==> src/design/nonmonotone_step_acceptance_macros.svh <==
// assertion macros for the nonmonotone step acceptance block
// depends on nothing; expects clk and rst in the scope of each use
`ifndef NONMONOTONE_STEP_ACCEPTANCE_MACROS_SVH
`define NONMONOTONE_STEP_ACCEPTANCE_MACROS_SVH

// same-cycle implication
`define NSA_ASSERT_NOW(label, ante, cons, msg) \
  label: assert property (@(posedge clk) disable iff (rst) (ante) |-> (cons)) else $error(msg);

// next-cycle implication
`define NSA_ASSERT_NEXT(label, ante, cons, msg) \
  label: assert property (@(posedge clk) disable iff (rst) (ante) |=> (cons)) else $error(msg);

`endif

==> src/design/nsa_pkg.sv <==
// shared types and constants for the nonmonotone step acceptance block
// used by nsa_divider and nonmonotone_step_acceptance; no dependencies
package nsa_pkg;

  localparam int MeritW = 64;
  localparam int RatioW = 32;
  localparam int ThreshW = 31;
  localparam int LimitW = 16;
  localparam int CfgDataW = 31;
  localparam int CfgIdxW = 1;

  localparam logic [CfgIdxW-1:0] REG_ACCEPT_THRESHOLD = 1'b0;
  localparam logic [CfgIdxW-1:0] REG_STEP_LIMIT = 1'b1;

  localparam logic [ThreshW-1:0] THRESH_RESET = 31'd1;
  localparam logic [LimitW-1:0] LIMIT_RESET = 16'd10;

  localparam logic op_restart = 1'b1;

  localparam logic signed [RatioW-1:0] RATIO_ONE = 32'sh0001_0000;
  localparam logic signed [RatioW-1:0] RATIO_MAX = 32'sh7FFF_FFFF;
  localparam logic signed [RatioW-1:0] RATIO_MIN = 32'sh8000_0000;

  typedef struct packed {
    logic                     op;
    logic signed [MeritW-1:0] iterate_merit_in;
    logic signed [MeritW-1:0] trial_exact_in;
    logic signed [MeritW-1:0] trial_model_in;
  } in_item_t;

  typedef struct packed {
    logic                     accepted;
    logic signed [RatioW-1:0] ratio_out;
    logic                     ratio_saturated;
  } out_item_t;

  typedef struct packed {
    logic                     start;
    logic signed [MeritW-1:0] num;
    logic signed [MeritW-1:0] den;
  } div_req_t;

  typedef struct packed {
    logic                     done;
    logic signed [RatioW-1:0] quo;
    logic                     sat;
  } div_rsp_t;

endpackage

==> src/design/nsa_divider.sv <==
// radix-2 restoring divider giving a saturated signed Q16.16 ratio num/den
// depends on nsa_pkg for the request and response structs
module nsa_divider (
  input  logic              clk,
  input  logic              rst,
  input  nsa_pkg::div_req_t req,
  output nsa_pkg::div_rsp_t rsp
);
  import nsa_pkg::*;

  typedef enum logic [4:0] {
    D_IDLE  = 5'b00001,
    D_CHECK = 5'b00010,
    D_ITER  = 5'b00100,
    D_FIN   = 5'b01000,
    D_DONE  = 5'b10000
  } dstate_t;

  dstate_t state;
  logic neg;
  logic [MeritW-1:0] n_mag;
  logic [MeritW-1:0] d_mag;
  logic [MeritW-1:0] rem;
  logic [RatioW-1:0] shin;
  logic [RatioW-1:0] q;
  logic [4:0] cnt;
  logic signed [RatioW-1:0] quo;
  logic sat;

  logic [MeritW:0] trial;
  logic overflow;
  logic over_limit;
  logic [RatioW-1:0] clamped;

  function automatic logic [MeritW-1:0] mag(input logic signed [MeritW-1:0] x);
    mag = x[MeritW-1] ? (~x + 64'd1) : x;
  endfunction

  assign trial = {rem, shin[RatioW-1]};
  // quotient reaches 2^16 exactly when the top 48 bits of n are not below d
  assign overflow = (d_mag == '0) || ({16'b0, n_mag[MeritW-1:16]} >= d_mag);
  assign over_limit = neg ? (q > 32'h8000_0000) : q[RatioW-1];
  assign clamped = over_limit ? (neg ? 32'h8000_0000 : 32'h7FFF_FFFF) : q;

  always_ff @(posedge clk) begin
    if (rst) begin
      state <= D_IDLE;
    end else begin
      unique case (state)
        D_IDLE: begin
          if (req.start) begin
            neg <= req.num[MeritW-1] ^ req.den[MeritW-1];
            n_mag <= mag(req.num);
            d_mag <= mag(req.den);
            state <= D_CHECK;
          end
        end
        D_CHECK: begin
          if (overflow) begin
            sat <= 1'b1;
            if (d_mag == '0 && n_mag == '0) begin
              quo <= '0;
            end else begin
              quo <= neg ? RATIO_MIN : RATIO_MAX;
            end
            state <= D_DONE;
          end else begin
            rem <= {16'b0, n_mag[MeritW-1:16]};
            shin <= {n_mag[15:0], 16'b0};
            q <= '0;
            cnt <= '0;
            state <= D_ITER;
          end
        end
        D_ITER: begin
          if (trial >= {1'b0, d_mag}) begin
            rem <= trial[MeritW-1:0] - d_mag;
            q <= {q[RatioW-2:0], 1'b1};
          end else begin
            rem <= trial[MeritW-1:0];
            q <= {q[RatioW-2:0], 1'b0};
          end
          shin <= {shin[RatioW-2:0], 1'b0};
          cnt <= cnt + 5'd1;
          if (cnt == 5'd31) begin
            state <= D_FIN;
          end
        end
        D_FIN: begin
          sat <= over_limit;
          quo <= neg ? $signed(-clamped) : $signed(clamped);
          state <= D_DONE;
        end
        D_DONE: begin
          state <= D_IDLE;
        end
        default: state <= D_IDLE;
      endcase
    end
  end

  assign rsp.done = (state == D_DONE);
  assign rsp.quo = quo;
  assign rsp.sat = sat;

endmodule

==> src/design/nonmonotone_step_acceptance.sv <==
// flow: a restart beat goes from acceptance straight to S_OUT; a trial step runs
// S_RED, S_HIST, S_HGO, S_HWAIT, S_CGO, S_CWAIT, S_DEC, S_UPD, S_OUT, with S_CWAIT
// skipped on equal reductions and S_UPD on a reject; one item at a time, with up
// to two passes through the shared radix-2 divider (one quotient bit per cycle)
// reset: synchronous active-high rst clears the history and handshakes and loads the config defaults
module nonmonotone_step_acceptance (
  input  logic                             clk,
  input  logic                             rst,
  input  logic                             in_valid,
  output logic                             in_stall,
  input  nsa_pkg::in_item_t                in_data,
  output logic                             out_valid,
  input  logic                             out_stall,
  output nsa_pkg::out_item_t               out_data,
  input  logic                             cfg_we,
  input  logic [nsa_pkg::CfgIdxW-1:0]      cfg_index,
  input  logic [nsa_pkg::CfgDataW-1:0]     cfg_data
);
  import nsa_pkg::*;
  `include "nonmonotone_step_acceptance_macros.svh"

  typedef enum logic [9:0] {
    S_IDLE  = 10'b0000000001,
    S_RED   = 10'b0000000010,
    S_HIST  = 10'b0000000100,
    S_HGO   = 10'b0000001000,
    S_HWAIT = 10'b0000010000,
    S_CGO   = 10'b0000100000,
    S_CWAIT = 10'b0001000000,
    S_DEC   = 10'b0010000000,
    S_UPD   = 10'b0100000000,
    S_OUT   = 10'b1000000000
  } state_t;

  state_t state;

  logic [ThreshW-1:0] accept_threshold;
  logic [LimitW-1:0] step_limit;

  logic started;
  logic signed [MeritW-1:0] min_merit;
  logic signed [MeritW-1:0] ref_merit;
  logic signed [MeritW-1:0] max_merit;
  logic signed [MeritW-1:0] decrease_sum_ref;
  logic signed [MeritW-1:0] decrease_sum_max;
  logic [LimitW-1:0] steps_since_min;

  logic signed [MeritW-1:0] it_m;
  logic signed [MeritW-1:0] tex_m;
  logic signed [MeritW-1:0] tmo_m;
  logic signed [MeritW-1:0] exact_red;
  logic signed [MeritW-1:0] model_red;
  logic signed [MeritW-1:0] hist_num;
  logic signed [MeritW-1:0] hist_den;
  logic signed [RatioW-1:0] hist_ratio;
  logic signed [RatioW-1:0] cur_ratio;
  logic signed [RatioW-1:0] best;
  logic acc;
  logic sat;

  div_req_t div_req;
  div_rsp_t div_rsp;

  logic signed [RatioW-1:0] best_next;
  logic acc_next;
  logic lower;
  logic signed [MeritW-1:0] max_1;
  logic signed [MeritW-1:0] dsr_1;
  logic signed [MeritW-1:0] dsm_1;
  logic [LimitW-1:0] cnt_1;
  logic raise;
  logic signed [MeritW-1:0] max_2;
  logic signed [MeritW-1:0] dsm_2;
  logic out_free;
  logic out_ratio_meets;

  function automatic logic signed [MeritW-1:0] sat_add(
    input logic signed [MeritW-1:0] a,
    input logic signed [MeritW-1:0] b
  );
    logic signed [MeritW-1:0] s;
    s = a + b;
    if (a[MeritW-1] == b[MeritW-1] && s[MeritW-1] != a[MeritW-1]) begin
      sat_add = a[MeritW-1] ? {1'b1, {(MeritW-1){1'b0}}} : {1'b0, {(MeritW-1){1'b1}}};
    end else begin
      sat_add = s;
    end
  endfunction

  function automatic logic signed [MeritW-1:0] sat_sub(
    input logic signed [MeritW-1:0] a,
    input logic signed [MeritW-1:0] b
  );
    logic signed [MeritW-1:0] s;
    s = a - b;
    if (a[MeritW-1] != b[MeritW-1] && s[MeritW-1] != a[MeritW-1]) begin
      sat_sub = a[MeritW-1] ? {1'b1, {(MeritW-1){1'b0}}} : {1'b0, {(MeritW-1){1'b1}}};
    end else begin
      sat_sub = s;
    end
  endfunction

  nsa_divider u_div (
    .clk (clk),
    .rst (rst),
    .req (div_req),
    .rsp (div_rsp)
  );

  always_comb begin
    div_req.start = (state == S_HGO) || (state == S_CGO && exact_red != model_red);
    div_req.num = (state == S_HGO) ? hist_num : exact_red;
    div_req.den = (state == S_HGO) ? hist_den : model_red;
  end

  assign in_stall = (state != S_IDLE);
  assign out_free = !out_valid || !out_stall;

  // decision on the larger ratio against the unsigned threshold
  assign best_next = (cur_ratio > hist_ratio) ? cur_ratio : hist_ratio;
  assign acc_next = $signed({best_next[RatioW-1], best_next}) >=
                    $signed({2'b00, accept_threshold});

  // history update after an accepted step, in model order
  always_comb begin
    lower = it_m < min_merit;
    max_1 = lower ? it_m : max_merit;
    dsr_1 = lower ? '0 : decrease_sum_ref;
    dsm_1 = lower ? '0 : decrease_sum_max;
    cnt_1 = lower ? '0 : steps_since_min + 16'd1;
    raise = it_m > max_1;
    max_2 = raise ? it_m : max_1;
    dsm_2 = raise ? '0 : dsm_1;
  end

  always_ff @(posedge clk) begin
    if (rst) begin
      accept_threshold <= THRESH_RESET;
      step_limit <= LIMIT_RESET;
    end else if (cfg_we) begin
      unique case (cfg_index)
        REG_ACCEPT_THRESHOLD: accept_threshold <= cfg_data[ThreshW-1:0];
        REG_STEP_LIMIT:       step_limit <= cfg_data[LimitW-1:0];
        default: ;
      endcase
    end
  end

  always_ff @(posedge clk) begin
    if (rst) begin
      state <= S_IDLE;
      out_valid <= 1'b0;
      started <= 1'b0;
      min_merit <= '0;
      ref_merit <= '0;
      max_merit <= '0;
      decrease_sum_ref <= '0;
      decrease_sum_max <= '0;
      steps_since_min <= '0;
    end else begin
      // S_OUT reloads the output register itself when it frees up
      if (out_valid && !out_stall && state != S_OUT) begin
        out_valid <= 1'b0;
      end
      unique case (state)
        S_IDLE: begin
          if (in_valid) begin
            it_m <= in_data.iterate_merit_in;
            tex_m <= in_data.trial_exact_in;
            tmo_m <= in_data.trial_model_in;
            sat <= 1'b0;
            if (in_data.op == op_restart) begin
              started <= 1'b0;
              acc <= 1'b0;
              best <= '0;
              state <= S_OUT;
            end else begin
              state <= S_RED;
            end
          end
        end
        S_RED: begin
          exact_red <= sat_sub(it_m, tex_m);
          model_red <= sat_sub(it_m, tmo_m);
          if (!started) begin
            steps_since_min <= '0;
            min_merit <= it_m;
            ref_merit <= it_m;
            max_merit <= it_m;
            decrease_sum_ref <= '0;
            decrease_sum_max <= '0;
            started <= 1'b1;
          end
          state <= S_HIST;
        end
        S_HIST: begin
          hist_num <= sat_sub(ref_merit, tex_m);
          hist_den <= sat_add(decrease_sum_ref, model_red);
          state <= S_HGO;
        end
        S_HGO: begin
          state <= S_HWAIT;
        end
        S_HWAIT: begin
          if (div_rsp.done) begin
            hist_ratio <= div_rsp.quo;
            sat <= div_rsp.sat;
            state <= S_CGO;
          end
        end
        S_CGO: begin
          // equal reductions give exactly one with no divide
          if (exact_red == model_red) begin
            cur_ratio <= RATIO_ONE;
            state <= S_DEC;
          end else begin
            state <= S_CWAIT;
          end
        end
        S_CWAIT: begin
          if (div_rsp.done) begin
            cur_ratio <= div_rsp.quo;
            sat <= sat | div_rsp.sat;
            state <= S_DEC;
          end
        end
        S_DEC: begin
          best <= best_next;
          acc <= acc_next;
          if (acc_next) begin
            decrease_sum_ref <= sat_add(decrease_sum_ref, model_red);
            decrease_sum_max <= sat_add(decrease_sum_max, model_red);
            state <= S_UPD;
          end else begin
            state <= S_OUT;
          end
        end
        S_UPD: begin
          min_merit <= lower ? it_m : min_merit;
          max_merit <= max_2;
          decrease_sum_max <= dsm_2;
          steps_since_min <= cnt_1;
          if (cnt_1 == step_limit) begin
            ref_merit <= max_2;
            decrease_sum_ref <= dsm_2;
          end else begin
            decrease_sum_ref <= dsr_1;
          end
          state <= S_OUT;
        end
        S_OUT: begin
          if (out_free) begin
            out_valid <= 1'b1;
            out_data.accepted <= acc;
            out_data.ratio_out <= best;
            out_data.ratio_saturated <= sat;
            state <= S_IDLE;
          end
        end
        default: state <= S_IDLE;
      endcase
    end
  end

  assign out_ratio_meets = $signed({out_data.ratio_out[RatioW-1], out_data.ratio_out}) >=
                           $signed({2'b00, accept_threshold});

  `NSA_ASSERT_NOW(a_accept_meets_threshold, out_valid && out_data.accepted, out_ratio_meets, "accepted beat below threshold")
  `NSA_ASSERT_NOW(a_div_done_when_waiting, div_rsp.done, state == S_HWAIT || state == S_CWAIT, "divider result with no one waiting")
  `NSA_ASSERT_NOW(a_started_at_decision, state == S_DEC || state == S_UPD, started, "decision without initialised history")
  `NSA_ASSERT_NEXT(a_out_then_idle, state == S_OUT && out_free, state == S_IDLE && out_valid, "result not handed over")

endmodule
==> config.mk <==
export PLATFORM = sky130hd
export DESIGN_NAME = nonmonotone_step_acceptance
export DESIGN_NICKNAME = d
export VERILOG_FILES = /design/src/design/nsa_pkg.sv /design/src/design/nsa_divider.sv /design/src/design/nonmonotone_step_acceptance.sv
export VERILOG_INCLUDE_DIRS = /design/src /design/src/design
export SDC_FILE = /design/constraint.sdc
export NUM_CORES = 2
export LEC_CHECK = 0
export ABC_CLOCK_PERIOD_IN_PS = 15100
export BUFFER_PORTS_ARGS = -buffer_cell sky130_fd_sc_hd__buf_2
export CORE_MARGIN = 2
export CORE_UTILIZATION = 30
export CTS_CLUSTER_SIZE = 14
export DETAILED_ROUTE_END_ITERATION = 7
export PLACE_DENSITY = 0.47
export REMOVE_ABC_BUFFERS = 1
export SKIP_CTS_REPAIR_TIMING = 1
export SLEW_MARGIN = 20
export SYNTH_ARGS = -nofsm -noshare
export SYNTH_HDL_FRONTEND = slang
export SYNTH_HIERARCHICAL = 1
export SYNTH_SLANG_ARGS = --single-unit
==> constraint.sdc <==
create_clock -name clk -period 15.1 [get_ports clk]
set_input_delay 3.02 -clock clk [delete_from_list [all_inputs] [get_ports clk]]
set_output_delay 3.02 -clock clk [all_outputs]
set_load 0.01 [all_outputs]
==> metrics.md <==
| Metric | Value |
|---|---|
| Status | `complete, no violations` |
| Minimum clock period | `9050 ps` |
| Die W | `525 µm` |
| Core Box Area | `around 0.27 mm²` |
| Clk root buf | `clkbuf_16` |
| Initial antenna violation count | `4` |
| Largest delay share family, worst path | `compound AO/OA/AOI/OAI gates` |
| First drt pass iteration count | `6` |
| Number of global-route vias before repair | `approximately 65000` |
| Worst-path maximum fanout | `40` |
| EDFF count, synth | `859` |
| Num rows | `between 150 and 200` |
| Avg Vias per Cell | `around 5.3` |
| CP Launch Type | `flop` |
| Non-filler cells, final | `~13000` |
| FF-to-FF path depth | `20` |
| Max Cap Violations | `0` |
| Mean post-synth cell area | `between 9 and 10 µm²` |
| Syn Inst Count | `between 8000 and 9000` |
| Reg2reg start | `it_m[47]` |
| Fillers | `27700` |
| Internal Pwr Total | `6.61 mW` |
| Residual DRC | `0` |
| R2R Path End | `ref_merit[4]` |
| Final GP Congestion | `roughly 0.92` |
| Pwr Density | `about 100 mW/mm²` |
| WP data required | `~16000 ps` |
| CP Buf/Inv Count | `3` |
| #FFs+latches synth | `approximately 1300` |
| Share of layout cells above drive strength 1 | `about a tenth` |
| Area of the multi-input gates | `between 0.04 and 0.05 mm²` |
| Sw Ratio | `27.7%` |
| Cts bufs inserted | `164` |
| Power consumption | `between 9 and 10 mW` |
| Slowest stage delay, CP | `between 700 and 800 ps` |
| GRT met1 Usage | `between 20% and 30%` |
| WP depth | `20` |
| Setup CP Type | `reg -> reg` |
| Worst vdd ir | `approximately 0.000096 V` |
| Synth Area in Compound Gates | `19.7%` |
| Clk slew on worst S/H paths | `about 60 ps` |
| Synthesized area | `slightly above 0.08 mm²` |
| Hold Path Cell Cnt | `0` |
| Initial Util | `between 30 and 40%` |
| Clk network pwr share | `between 40% and 50%` |
| Simple-Gate Fraction of Synth Area | `~15%` |
| Die ar. | `roughly 0.28 mm²` |
| Setup Viol. Count Final | `0` |
| Yosys warning total | `6` |
| Placed cells | `~12000` |
| Fin crit share | `between 50% and 60%` |
| Most common cell in the synthesized netlist | `nand2_1` |
| Unrepaired setup endpoints after global routing | `no` |
| Post-synthesis mux area share | `4.12%` |
| Hold Crit Class | `reg -> reg` |
| Largest net degree at the start of global routing | `91` |
| GRT met3 Usage | `under 10%` |
| Met2 usage in global routing | `30.9%` |
| H-tree levels | `4` |
| Routed Antenna Nets | `0` |
| Switching power total | `roughly 2.5 mW` |
| Hold endpoint | `out_data[15]` |
| Top_reg_cell synth | `edfxtp_1` |
| Clock Latency Late Sink | `roughly 870 ps` |
| First-pass GRT wire length | `between 400000 and 500000 µm` |
| Setup crit end kind | `flop` |
| Library cells used by synthesis | `between 100 and 150` |
| # port buffers | `between 200 and 300` |
| Worst Skew | `106 ps` |
| Crit path DAT | `roughly 9700 ps` |
| CTS tree | `built` |
| Final-report max-slew violation count | `0` |
| Iter 0 DRT Violations | `4943` |
| Area leader, netlist | `edfxtp_1` |
| GR Overflow Total | `0` |
| Commonest cells in the netlist | `nand2_1 (919), edfxtp_1 (859), a21oi_1 (804)` |
| Grt peak-use layer | `met2` |
| Synthesized-area fraction occupied by adder cells | `around a tenth` |
| CTS Buffer Depth | `4` |
| Combinational power share | `roughly 15%` |
| Wirelength, routed | `between 200000 and 300000 µm` |
| Clock Sinks | `around 1300` |
| Reg2reg setup slack | `6050 ps` |
| Synth async-reset ratio | `0%` |
| Sequential power share | `a little over two fifths` |
| Syn-to-layout area delta | `12.8%` |
| Tot GR Track Use | `between 10% and 20%` |
| Min-delay src | `best[14]` |
| Synthesized-area fraction occupied by xor and xnor cells | `5.94%` |
| Worst-path cell chain | `ha_1, nand4_1, nor4_1, nand4_1, a31oi_1, a31oi_1, and2_4, buf_4, mux2i_1, ha_1, a2111o_1, a31oi_1, o221ai_1, a221o_1, or3_1, o211ai_4, buf_4, buf_4, mux2i_1, a211oi_1` |
| Fin. Hold Viols | `0` |
| Max-slew headroom | `between 10% and 20%` |
| Vias | `between 60000 and 70000` |
| Synth area leaders | `edfxtp_1 (32%), dfxtp_1 (9.8%), ha_1 (9.6%), a21oi_1 (4.9%), xnor2_1 (4.3%)` |
| Tightest Pin Transition | `around 1300 ps` |
| Register area | `0.0338 mm²` |
| Main combinational cell family by area after synthesis | `compound AO/OA/AOI/OAI gates` |
| Worst-path cell with the longest stage delay | `a31oi_1` |
| Seq/Total Area, Yosys | `around two fifths` |
| WL/cell | `about 22 µm` |
| Static leakage | `between 30 and 40 nW` |
| Synth top area share | `approximately a third` |
| Post-detail-place hpwl | `between 200000 and 250000 µm` |
| Num ports | `approximately 270` |
| Chip height | `roughly 520 µm` |
| Layout Nets | `slightly below 10000` |
| Max Freq | `about 0.11 GHz` |
## per-stage QoR
stage               utilization, %  worst slack [ps]  cell area, µm²  setup TNS, ps  hold slack (ps)
floorplan                        -             -9930           79600        -775160              400
CTS                           33.9              5640           91600              0              415
global route                  33.9              5700           91700              0              418
global placement              31.9              5740           86300              0              402
detailed placement            31.9              5680           86300              0              405
finish                        33.9              6050           91700              0              416
## power by group through the flow
| stage | clock network, mW | registers (mW) | logic [mW] |
|---|---|---|---|
| after floorplan | 0 | 3.94 | 0.853 |
| after global placement | 0 | 3.96 | 1.32 |
| after detailed placement | 0 | 3.97 | 1.32 |
| after CTS | 4.02 | 3.89 | 1.33 |
| after global routing | 4.14 | 3.90 | 1.47 |
| final | 3.90 | 3.89 | 1.34 |
## logic make-up after synthesis
| family | after synthesis |
|---|---|
| xor gates and xnor gates | 551 |
| and+or+nand+nor | 2500 |
| AOI/OAI and AO/OA | 2572 |
| adders and majority gates | 634 |
| muxes | 314 |
| buffers and inverters | 890 |
| DFF | 1259 |
## cell usage in the layout (no fill, tap or decap), types with 21 or more instances in the layout
master	netlist	layout
buf_2	35	264
nand2b_1	61	61
clkinv_2	0	27
nor3_1	109	107
or3_1	47	47
a21oi_1	804	797
clkbuf_16	0	170
buf_4	7	91
o2bb2ai_1	63	62
nor4_1	77	72
o211ai_1	47	47
nor2b_1	58	57
xnor2_1	395	395
a221oi_1	33	33
ha_1	623	623
o31ai_1	81	81
and3_1	69	67
o21a_1	71	71
clkbuf_1	388	35
or4_1	35	35
nand3_1	144	140
xor2_1	156	156
edfxtp_1	859	859
a211o_1	21	21
nand4_1	158	158
o21bai_1	58	58
mux2_2	158	158
a21o_1	281	280
dfxtp_1	400	400
a31oi_1	108	108
and2_1	137	134
inv_1	448	447
o21ai_0	644	641
and4_1	27	26
nand2_1	919	916
mux2i_1	154	154
a211oi_1	127	127
nor2_1	571	569
## how the worst max path moves through the flow
stage	from	endpoint	slack [ps]
global route	it_m[47]	ref_merit[0]	5700
global placement	it_m[47]	ref_merit[1]	5740
CTS	it_m[47]	ref_merit[0]	5640
detailed placement	it_m[47]	ref_merit[4]	5680
floorplan	state[4]	u_div/neg	-9930
finish	it_m[47]	ref_merit[4]	6050
## sequential cells by signal (all words and copies together) (netlist names), 34 cells and up
register and count:
tex_m 64, u_div/d_mag 64, decrease_sum_max 64, ref_merit 64
decrease_sum_ref 64, hist_num 64, u_div/rem 64, out_data 34
hist_den 64, max_merit 64, tmo_m 64, u_div/n_mag 64
it_m 64, exact_red 64, min_merit 64, model_red 64
## metal layers
layer / wire (µm) / vias to the layer above / part of all wire [%]
met5: 20 / - / 0.0072
met4: 11900 / 2 / 4.3
met3: 10800 / 377 / 3.9
met2: 123000 / 1662 / 44
met1: 132000 / 31900 / 48
li1: - / 32200 / -
## layout make-up
cell class | instances | area share, %
diodes | 3 | 0.00819
clock buffers | 216 | 4.95
clock inverters | 74 | 0.834
inverters | 450 | 1.84
multi-input cells | 6571 | 48.4
flip-flops and latches | 1259 | 36.9
well taps | 3570 | 4.87
repair buffers | 357 | 2.23
Note: power is estimated with default switching activity, not from simulation.
